[config.mk]
export PLATFORM = sky130hd
export DESIGN_NAME = timed_priority_tx_slot_queue
export DESIGN_NICKNAME = d
export VERILOG_FILES = /design/src/rtl/core/tpq_pkg.sv /design/src/rtl/core/tpq_slot_mem.sv /design/src/rtl/core/tpq_pick.sv /design/src/rtl/core/timed_priority_tx_slot_queue.sv
export SDC_FILE = /design/constraint.sdc
export NUM_CORES = 1
export LEC_CHECK = 0
export BUFFER_PORTS_ARGS = -buffer_cell sky130_fd_sc_hd__clkbuf_2
export CAP_MARGIN = 15
export CORE_MARGIN = 1
export CORE_UTILIZATION = 60
export DETAILED_ROUTE_END_ITERATION = 8
export PLACE_DENSITY = 0.9
export SKIP_LAST_GASP = 1
export SYNTH_ARGS = -nofsm -noshare
export SYNTH_HDL_FRONTEND = slang
export SYNTH_SLANG_ARGS = --single-unit
[constraint.sdc]
create_clock -name clk -period 5 [get_ports clk]
set_input_delay 1.25 -clock clk [delete_from_list [all_inputs] [get_ports clk]]
set_output_delay 1.25 -clock clk [all_outputs]
set_load 0.005 [all_outputs]
[src/rtl/core/tpq_pkg.sv]
// Shared types and codes for the timed priority transmit slot queue.
package tpq_pkg;

  typedef enum logic [1:0] {
    MODE_ENQ = 2'd0,
    MODE_SEL = 2'd1,
    MODE_REL = 2'd2,
    MODE_CLR = 2'd3
  } mode_t;

  typedef enum logic [2:0] {
    ST_OK         = 3'd0,
    ST_TOO_LONG   = 3'd1,
    ST_NO_PAYLOAD = 3'd2,
    ST_FULL       = 3'd3,
    ST_NONE_READY = 3'd4
  } status_t;

  typedef enum logic [2:0] {
    S_IDLE,
    S_ENQ_SCAN,
    S_SEL_SCAN,
    S_SEL_DRAIN,
    S_FINISH
  } state_t;

  // One slot record as held in the slot memory.
  typedef struct packed {
    logic [7:0]  len;
    logic [31:0] sched;
    logic [7:0]  prio;
  } slot_entry_t;

  // Control from the sequencer to the selection unit.
  typedef struct packed {
    logic start;     // forget the current pick
    logic rd_valid;  // read data belongs to an active slot
  } pick_ctl_t;

endpackage

[src/rtl/core/tpq_slot_mem.sv]
// Slot record memory: one write port, one read port with registered read data.
module tpq_slot_mem
  import tpq_pkg::*;
#(
  parameter int DEPTH  = 8,
  parameter int ADDR_W = 3
) (
  input  logic              clk,
  input  logic              wr_en,
  input  logic [ADDR_W-1:0] wr_addr,
  input  slot_entry_t       wr_data,
  input  logic              rd_en,
  input  logic [ADDR_W-1:0] rd_addr,
  output slot_entry_t       rd_data
);

  slot_entry_t mem [DEPTH];

  always_ff @(posedge clk) begin
    if (wr_en) begin
      mem[wr_addr] <= wr_data;
    end
  end

  always_ff @(posedge clk) begin
    if (rd_en) begin
      rd_data <= mem[rd_addr];
    end
  end

endmodule

[src/rtl/core/tpq_pick.sv]
// Selection unit: keeps the best due slot seen so far during a select scan.
module tpq_pick
  import tpq_pkg::*;
#(
  parameter int IDX_W = 3
) (
  input  logic             clk,
  input  logic             rst,
  input  pick_ctl_t        ctl,
  input  logic [IDX_W-1:0] idx,
  input  slot_entry_t      entry,
  input  logic [31:0]      now,
  output logic             found,
  output logic [IDX_W-1:0] best_idx,
  output slot_entry_t      best
);

  logic [31:0] now_diff;
  logic [31:0] best_diff;
  logic        due;
  logic        better;

  // Both differences are read as signed 32-bit values so that the tick count may wrap.
  always_comb begin
    now_diff  = now - entry.sched;
    best_diff = best.sched - entry.sched;
    due       = !now_diff[31];
    better    = !found || (entry.prio < best.prio) ||
                ((entry.prio == best.prio) && !best_diff[31]);
  end

  always_ff @(posedge clk) begin
    if (rst) begin
      found <= 1'b0;
    end else if (ctl.start) begin
      found <= 1'b0;
    end else if (ctl.rd_valid && due && better) begin
      found <= 1'b1;
    end
  end

  always_ff @(posedge clk) begin
    if (ctl.rd_valid && due && better) begin
      best_idx <= idx;
      best     <= entry;
    end
  end

endmodule

[src/rtl/core/timed_priority_tx_slot_queue.sv]
// Top level of the timed priority transmit slot queue: sequencer, slot flags and result register.
//
// One input transaction (in_valid/in_ready) carries one command: enqueue, select, release or
// clear. Each command yields exactly one result transaction (out_valid/out_ready) with the
// status, the chosen slot (and, for a select, its record), and the active count after the command.
// Slot records live in a single-port-read memory; active flags and the count are flip-flops.
// Commands run one at a time; in_ready is high while the sequencer is idle.
// Steps from acceptance to the result, with the receiver ready:
//   release, clear and a rejected enqueue: straight to the finish state;
//   enqueue into slot k: slots 0 to k are scanned (one active flag is examined per cycle);
//   select: every slot is read (one memory read per slot), then a drain state covers the read latency.
// The next command can be accepted from the cycle after its predecessor's result is registered.
// A result waits in the output register while out_ready is low; the next command may be
// accepted meanwhile, and its result is held back until the register is free.
// Reset marks every slot free, empties the output register and returns to idle; the record
// memory is not cleared because the records of free slots are never reported.
module timed_priority_tx_slot_queue
  import tpq_pkg::*;
#(
  parameter int SLOT_COUNT = 8,
  parameter int MAX_LEN    = 255
) (
  input  logic        clk,
  input  logic        rst,
  input  logic        in_valid,
  output logic        in_ready,
  input  logic [1:0]  mode,
  input  logic [9:0]  length,
  input  logic        payload_given,
  input  logic [31:0] sched_time,
  input  logic [7:0]  prio,
  input  logic [31:0] now_time,
  input  logic [2:0]  slot_sel,
  output logic        out_valid,
  input  logic        out_ready,
  output logic [2:0]  status,
  output logic [2:0]  slot_out,
  output logic [7:0]  out_length,
  output logic [31:0] out_time,
  output logic [7:0]  out_prio,
  output logic [3:0]  active_count,
  output logic        queue_empty
);

  localparam int IDX_W = (SLOT_COUNT > 1) ? $clog2(SLOT_COUNT) : 1;
  localparam int CNT_W = $clog2(SLOT_COUNT + 1);
  localparam logic [IDX_W-1:0] LAST_IDX = IDX_W'(SLOT_COUNT - 1);

  state_t                  state, state_next;
  logic [SLOT_COUNT-1:0]   active;
  logic [CNT_W-1:0]        cnt;
  logic [IDX_W-1:0]        scan_idx;
  mode_t                   op_mode;
  logic [7:0]              op_len;
  logic [31:0]             op_sched;
  logic [7:0]              op_prio;
  logic [31:0]             op_now;
  status_t                 res_status;
  logic [IDX_W-1:0]        res_slot;
  logic                    rd_pending;
  logic                    rd_active;
  logic [IDX_W-1:0]        rd_idx;
  logic                    wr_en;
  logic                    rd_en;
  slot_entry_t             wr_data;
  slot_entry_t             rd_data;
  pick_ctl_t               pick_ctl;
  logic                    best_found;
  logic [IDX_W-1:0]        best_idx;
  slot_entry_t             best;
  logic                    in_accept;
  logic                    out_load;
  logic                    free_here;
  logic                    sel_in_range;
  logic [IDX_W-1:0]        sel_idx;
  logic                    too_long;
  logic                    no_payload;

  assign in_ready     = (state == S_IDLE);
  assign in_accept    = in_valid && in_ready;
  assign out_load     = (state == S_FINISH) && (!out_valid || out_ready);
  assign free_here    = !active[scan_idx];
  assign sel_idx      = IDX_W'(slot_sel);
  assign sel_in_range = (int'(slot_sel) < SLOT_COUNT);
  assign too_long     = (int'(length) > MAX_LEN);
  assign no_payload   = (length != 10'd0) && !payload_given;
  assign wr_data      = '{len: op_len, sched: op_sched, prio: op_prio};

  assign pick_ctl.start    = in_accept && (mode_t'(mode) == MODE_SEL);
  assign pick_ctl.rd_valid = rd_pending && rd_active;

  tpq_slot_mem #(
    .DEPTH  (SLOT_COUNT),
    .ADDR_W (IDX_W)
  ) u_mem (
    .clk     (clk),
    .wr_en   (wr_en),
    .wr_addr (scan_idx),
    .wr_data (wr_data),
    .rd_en   (rd_en),
    .rd_addr (scan_idx),
    .rd_data (rd_data)
  );

  tpq_pick #(
    .IDX_W (IDX_W)
  ) u_pick (
    .clk      (clk),
    .rst      (rst),
    .ctl      (pick_ctl),
    .idx      (rd_idx),
    .entry    (rd_data),
    .now      (op_now),
    .found    (best_found),
    .best_idx (best_idx),
    .best     (best)
  );

  always_ff @(posedge clk) begin
    if (rst) begin
      state <= S_IDLE;
    end else begin
      state <= state_next;
    end
  end

  always_comb begin
    state_next = state;
    wr_en      = 1'b0;
    rd_en      = 1'b0;
    case (state)
      S_IDLE: begin
        if (in_accept) begin
          case (mode_t'(mode))
            MODE_ENQ: state_next = (too_long || no_payload) ? S_FINISH : S_ENQ_SCAN;
            MODE_SEL: state_next = S_SEL_SCAN;
            default:  state_next = S_FINISH;
          endcase
        end
      end
      S_ENQ_SCAN: begin
        if (free_here) begin
          wr_en      = 1'b1;
          state_next = S_FINISH;
        end else if (scan_idx == LAST_IDX) begin
          state_next = S_FINISH;
        end
      end
      S_SEL_SCAN: begin
        rd_en = 1'b1;
        if (scan_idx == LAST_IDX) begin
          state_next = S_SEL_DRAIN;
        end
      end
      S_SEL_DRAIN: state_next = S_FINISH;
      S_FINISH: begin
        if (out_load) begin
          state_next = S_IDLE;
        end
      end
      default: state_next = S_IDLE;
    endcase
  end

  // Slot flags, active count and handshake flags.
  always_ff @(posedge clk) begin
    if (rst) begin
      active     <= '0;
      cnt        <= '0;
      rd_pending <= 1'b0;
      out_valid  <= 1'b0;
    end else begin
      rd_pending <= rd_en;
      if (in_accept) begin
        case (mode_t'(mode))
          MODE_REL: begin
            if (sel_in_range && active[sel_idx]) begin
              active[sel_idx] <= 1'b0;
              cnt             <= cnt - 1'b1;
            end
          end
          MODE_CLR: begin
            active <= '0;
            cnt    <= '0;
          end
          default: ;
        endcase
      end
      if (wr_en) begin
        active[scan_idx] <= 1'b1;
        cnt              <= cnt + 1'b1;
      end
      if (out_load) begin
        out_valid <= 1'b1;
      end else if (out_ready) begin
        out_valid <= 1'b0;
      end
    end
  end

  // Command operands, scan position and result register.
  always_ff @(posedge clk) begin
    rd_idx    <= scan_idx;
    rd_active <= active[scan_idx];
    if (in_accept) begin
      op_mode  <= mode_t'(mode);
      op_len   <= length[7:0];
      op_sched <= sched_time;
      op_prio  <= prio;
      op_now   <= now_time;
      scan_idx <= '0;
      res_slot <= '0;
      if (mode_t'(mode) == MODE_ENQ && too_long) begin
        res_status <= ST_TOO_LONG;
      end else if (mode_t'(mode) == MODE_ENQ && no_payload) begin
        res_status <= ST_NO_PAYLOAD;
      end else begin
        res_status <= ST_OK;
      end
    end
    if (state == S_ENQ_SCAN) begin
      if (free_here) begin
        res_slot <= scan_idx;
      end else if (scan_idx == LAST_IDX) begin
        res_status <= ST_FULL;
      end else begin
        scan_idx <= scan_idx + 1'b1;
      end
    end
    if (state == S_SEL_SCAN && scan_idx != LAST_IDX) begin
      scan_idx <= scan_idx + 1'b1;
    end
    if (out_load) begin
      active_count <= 4'(cnt);
      queue_empty  <= (cnt == '0);
      if (op_mode == MODE_SEL) begin
        if (best_found) begin
          status     <= ST_OK;
          slot_out   <= 3'(best_idx);
          out_length <= best.len;
          out_time   <= best.sched;
          out_prio   <= best.prio;
        end else begin
          status     <= ST_NONE_READY;
          slot_out   <= '0;
          out_length <= '0;
          out_time   <= '0;
          out_prio   <= '0;
        end
      end else begin
        status     <= res_status;
        slot_out   <= 3'(res_slot);
        out_length <= '0;
        out_time   <= '0;
        out_prio   <= '0;
      end
    end
  end

  // The running count must always agree with the slot flags.
  a_count_matches: assert property (@(posedge clk) disable iff (rst)
    cnt == CNT_W'($countones(active)))
    else $error("active count disagrees with slot flags");

  // The sequencer is busy in the cycle after a command is accepted.
  a_one_at_a_time: assert property (@(posedge clk) disable iff (rst)
    in_accept |=> !in_ready)
    else $error("second command accepted while busy");

  // Memory read data only returns during a select scan.
  a_read_in_select: assert property (@(posedge clk) disable iff (rst)
    rd_pending |-> (state == S_SEL_SCAN || state == S_SEL_DRAIN))
    else $error("memory read outside a select scan");

  // A clear leaves no slot active.
  a_clear_empties: assert property (@(posedge clk) disable iff (rst)
    (in_accept && mode_t'(mode) == MODE_CLR) |=> (cnt == '0 && active == '0))
    else $error("clear left active slots");

endmodule
# Word level (Yosys, flattened, before mapping)
# Memories as Yosys holds them, arrays and structs flattened. A register that Yosys moved wholly into a read port is not among the register bits.
# Index checks and enable logic that the tools add are counted.
# totals
regBits	223
ramBits	384
mem_count	1
wordCells	141
# classes
muxes	50
n_reduce_logical	33
addsub	5
n_eq_ne	16
bitwise_logic	3
magnitude_cmp	6
# mem_list
name	depth	width	read_ports	rd_ports_with_merged_regs	write_ports	line_no	text
u_mem.mem	8	48	1	1	1	tpq_slot_mem.sv:17	slot_entry_t mem [DEPTH];
# op_table
operator	count
$mux 3	22
$sub 32x32->32	2
$mux 8	4
$pmux 8 s2	1
$pmux 3 s5	1
$logic_and 1x1->1	13
$mux 4	3
$mux 1	11
$gt 10x8->1 const B	1
$reduce_bool 10->1	1
$and 8x8->8	1
$eq 8x8->1	1
$lt 3x4->1 const B	2
$lt 8x8->1	1
$not 8->8	1
$or 8x8->8	1
$pmux 4 s2	1
$bmux 1 s3	2
$demux 1 s3	2
$eq 3x2->1 const B	2
$eq 3x3->1 const B	2
$ge 3x1->1 const B	2
$ne 3x3->1 const B	2
$pmux 3 s2	1
other kinds (21)	33

# Depth between registers and ports, before layout
# logic_depth
ltp_word	12
mapped_depth	9
ltp_nobuf	9

# Modules after synthesis
# Synthesis repeated with hierarchy kept, for this count alone.
# hier_totals
cells_unflattened	1294
area_unflattened_um2	25590.8
# by_module_without_submodules
mod	seq_area_each_um2	area_per_inst_um2	n_inst	cells_each
tpq_slot_mem	12972.4	16100.4	1	616
timed_priority_tx_slot_queue	4834.6	6241.0	1	408
tpq_pick	1551.5	3249.4	1	270

# Least setup slack after synthesis
# Ideal clock, no wire load.
# synth_timing
path_kind	input -> register
from	in out_ready
to	reg active_count[0], enable pin
path_buffers	0
setup_ns	0.477
t_arrival_ns	3.777
path_stages	2
path_slack_ns	0.746
t_required_ns	4.523
path_cell_list	nor2b_1 > nor2_1
# synth_via
elab_chain_len	2
# synth_rtl
element	line_no	text
start, declared	timed_priority_tx_slot_queue.sv:35	input logic out_ready,
$logic_or 1x1->1	timed_priority_tx_slot_queue.sv:81	assign out_load = (state == S_FINISH) && (!out_valid || out_ready);
$logic_and 1x1->1	timed_priority_tx_slot_queue.sv:81	
net out_load	timed_priority_tx_slot_queue.sv:72	logic out_load;
end signal, assigned	timed_priority_tx_slot_queue.sv:234	active_count <= 4'(cnt);
end, declared	timed_priority_tx_slot_queue.sv:41	output logic [3:0] active_count,
# The timed path passes the listed nets, and every way through them passes these cells.
# A chain may end at the register's enable or synchronous reset.

# Worst setup path after layout
# layout_timing
from	reg u_mem.rd_data[21] (netlist name)
to	reg u_pick.best[6] (netlist name)
# layout_via
elab_chain_len	5
# layout_rtl
element	line_no	text
$sub 32x32->32	tpq_pick.sv:26	best_diff = best.sched - entry.sched;
$logic_not 1->1	tpq_pick.sv:29	((entry.prio == best.prio) && !best_diff[31]);
$logic_and 1x1->1	tpq_pick.sv:29	
$logic_or 1x1->1	tpq_pick.sv:28	better = !found || (entry.prio < best.prio) ||
$logic_and 1x1->1 (*)	tpq_pick.sv:43	if (ctl.rd_valid && due && better) begin
# Every way passes the cells marked *; elsewhere a longest branch is shown, timed or not.

==> out/qor.txt <==
Crit path DAT = 4170 ps
ANT nets after route = 0
Sink Count = 655
Setup violations, final = 0
CP Class = flop to flop
Post-CTS setup buffer count = 0
Failing checks = DRC
Max_cap viols = 0
Initial DRT Pass Iterations = 9
Place WS = 1230 ps
Final number of hold-violating endpoints = 0
Die area = 0.0428 mm²
Nature of the critical path endpoint = flop
Worst VDD drop = 369 µV
# rows = 74
Clock Latency Late Sink = 600 ps
First-pass GRT wire length = 82500 µm
Mapped Cells = 1281
Warnings from Yosys = 0
Hold_ws = 405 ps
Initial Utilization = 61.2%
Nets = 1633
Period minus WS final = 3950 ps
Post-synth EDFFs = 624
Synthesized Nets = 1446
TNS Setup = 0 ps
Main flop type after synthesis = edfxtp_1
Final Util = 69.7%
Final worst-path cycle share = 79.0%
Initial antenna violation count = 0
Die width = 207 µm
Final WS setup = 1050 ps
Max-slew violations = 0
Startpoint types = flop
PwrDens = 517 mW/mm²
Starting DRT DRC Count = 1437
Run status = complete, but fails checks
TritonCTS clock tree = done
Asr flop ratio synth = 0%
Largest net degree at the start of global routing = 73
Setup Skew = 20.1 ps
Die H = 207 µm
Port Buf Inserts = 152
RSZ-0062 raised after global routing = false
Synthesized flop and latch total = 655
Routed wire per std cell = 27.3 µm
Cts repair resizes = 0
Final GP Congestion = 0.894
Via density = 6.43
WHS Path Cells = 0
# DRC = 11
CTS HTree Levels = 2
DR vias = 13182
Yosys cell types = 58
Static Leak = 0.00982 µW
Drt total wl = 56000 µm
Vias in the first global route = 13317
Syn Area/Cell = 19.7 µm²
Mapped Area = 0.0252 mm²
N_diodes = 0
Core ar. = 0.0411 mm²
Hold WC Path Type = flop to flop
Rel. slew slack = 20.9%
Worst slew pin tran = 1190 ps
CTS root buffer = clkbuf_16
TritonCTS Buffers = 59
Clock-pin slew on the worst setup and hold paths = 60 ps
Gr ovfl total = 0
WP data required = 5230 ps
DP HPWL = 31600 µm
Post-synthesis sequential area ratio = 76.9%
Max Root-Sink Buffers = 3
Critical-path cell with the highest stage delay = a2111oi_0
Max frequency = 0.253 GHz
Crit-path max FO = 45
Cells along the critical path = inv_1, ha_1, a21oi_1, nand2_1, a2111oi_0, o41ai_1, a41oi_1, mux2i_1, o21a_2, buf_4
GRT Overall Usage = 26.6%
Worst path max stage delay = 570 ps
Layout cells sized above 1 = 28.2%
Cells on worst reg2reg path = 10
Area growth syn-to-layout = 13.9%
I/O pins = 153
R2R Setup Slk = 1050 ps
Cts hold-fix bufs = 0
[final timing paths]
check / end / from
min reg2reg: u_pick.best_idx[0] / rd_idx[0]
min: u_pick.best_idx[0] / rd_idx[0]
max: u_pick.best[6] / u_mem.rd_data[21]
max reg2reg: u_pick.best[6] / u_mem.rd_data[21]
[where the power goes]
| part | leakage (µW) | switching (µW) | internal, µW | total [µW] |
|---|---|---|---|---|
| clock | 0.00101 | 1970 | 2830 | 4800 |
| sequential | 0.00594 | 507 | 6940 | 7450 |
| combinational | 0.00287 | 1450 | 1120 | 2570 |
[metrics by stage]
step                      instance area (µm²)  power [µW]  instances
after global placement                  26600        9800       1939
after floorplan                         25200        9080       1281
after global routing                    28700       15300       2051
after CTS                               28700       14800       2051
after detailed placement                26600       10000       1939
final                                   28700       14800       2051
[cells in the final DEF (no fill, tap or decap), drive strengths merged, types with 20 or more instances in the layout]
cell type	n
nand2	43
dfxtp	31
and2	44
nor2	20
o21ai	36
a21oi	38
clkinv	30
mux2	49
inv	51
edfxtp	624
clkbuf	228
ha	73
mux4	98
[critical path, delay by kind of cell, from the launching register on]
family	cells	cell delay, ps
fa+ha+maj	1	290
flops	1	410
simple gates	1	100
mux	1	360
compound gates	5	1720
buf+inv	2	680
[sequential cells by signal, indices dropped and copies added, names as in the netlist, 2 cells and up]
name,flops
state,3
status,3
u_pick.best,48
slot_out,3
op_len,8
scan_idx,3
op_now,32
rd_idx,3
op_mode,2
u_mem.mem,384
out_prio,8
op_sched,32
res_status,3
res_slot,3
active,8
op_prio,8
cnt,4
out_length,8
active_count,4
u_pick.best_idx,3
out_time,32
u_mem.rd_data,48
[logic make-up (layout without fill, tap and decap cells)]
family	after synthesis	count (layout)	share of synthesized area, %
AOI/OAI and AO/OA	120	120	2.90
and+or+nand+nor	175	175	3.69
adders and majority gates	73	73	3.63
xor gates and xnor gates	3	3	0.104
buffers and inverters	104	342	1.65
muxes	151	151	11.1
DFF	655	655	76.9
[cells in the mapped netlist, types with 2 or more instances]
master / n / area share [%]
edfxtp_1: 624 / 74
mux4_2: 98 / 8.8
ha_1: 73 / 3.6
inv_1: 58 / 0.86
mux2_2: 48 / 2.1
and2_1: 44 / 1.1
nand2_1: 42 / 0.63
a21oi_1: 38 / 0.76
o21ai_0: 35 / 0.70
dfxtp_1: 31 / 2.5
clkbuf_1: 25 / 0.37
nor2_1: 20 / 0.30
nor3_1: 14 / 0.28
nand3_1: 13 / 0.26
a31oi_1: 11 / 0.27
buf_2: 10 / 0.20
nand2b_1: 9 / 0.22
nand4_1: 9 / 0.22
buf_1: 8 / 0.12
a211oi_1: 6 / 0.18
nor2b_1: 6 / 0.15
nor4_1: 6 / 0.15
a21o_1: 4 / 0.12
mux2i_1: 4 / 0.16
a221oi_1: 3 / 0.10
o211ai_1: 3 / 0.089
o21a_1: 3 / 0.089
a211o_1: 2 / 0.070
a21boi_0: 2 / 0.060
and3_1: 2 / 0.050
nand3b_1: 2 / 0.060
xor2_1: 2 / 0.070
[layout make-up]
cell class / instances / area, µm²
fill: 2276 / 12400
timing repair buffer: 171 / 916
inverter: 59 / 223
sequential: 655 / 19400
clock buffer: 76 / 1590
multi-input combinational: 522 / 5420
clock inverter: 36 / 484
tap: 532 / 666
[per-layer routing]
layer  GRT usage, %  routed length, µm  up-vias
met1           36.2              21700     6674
li1               -                  -     5483
met3           4.14               4710      165
met2           43.9              27700      860
met5              0                  0        -
met4           10.1               1920        0
Note: power is estimated with default switching activity, not from simulation.
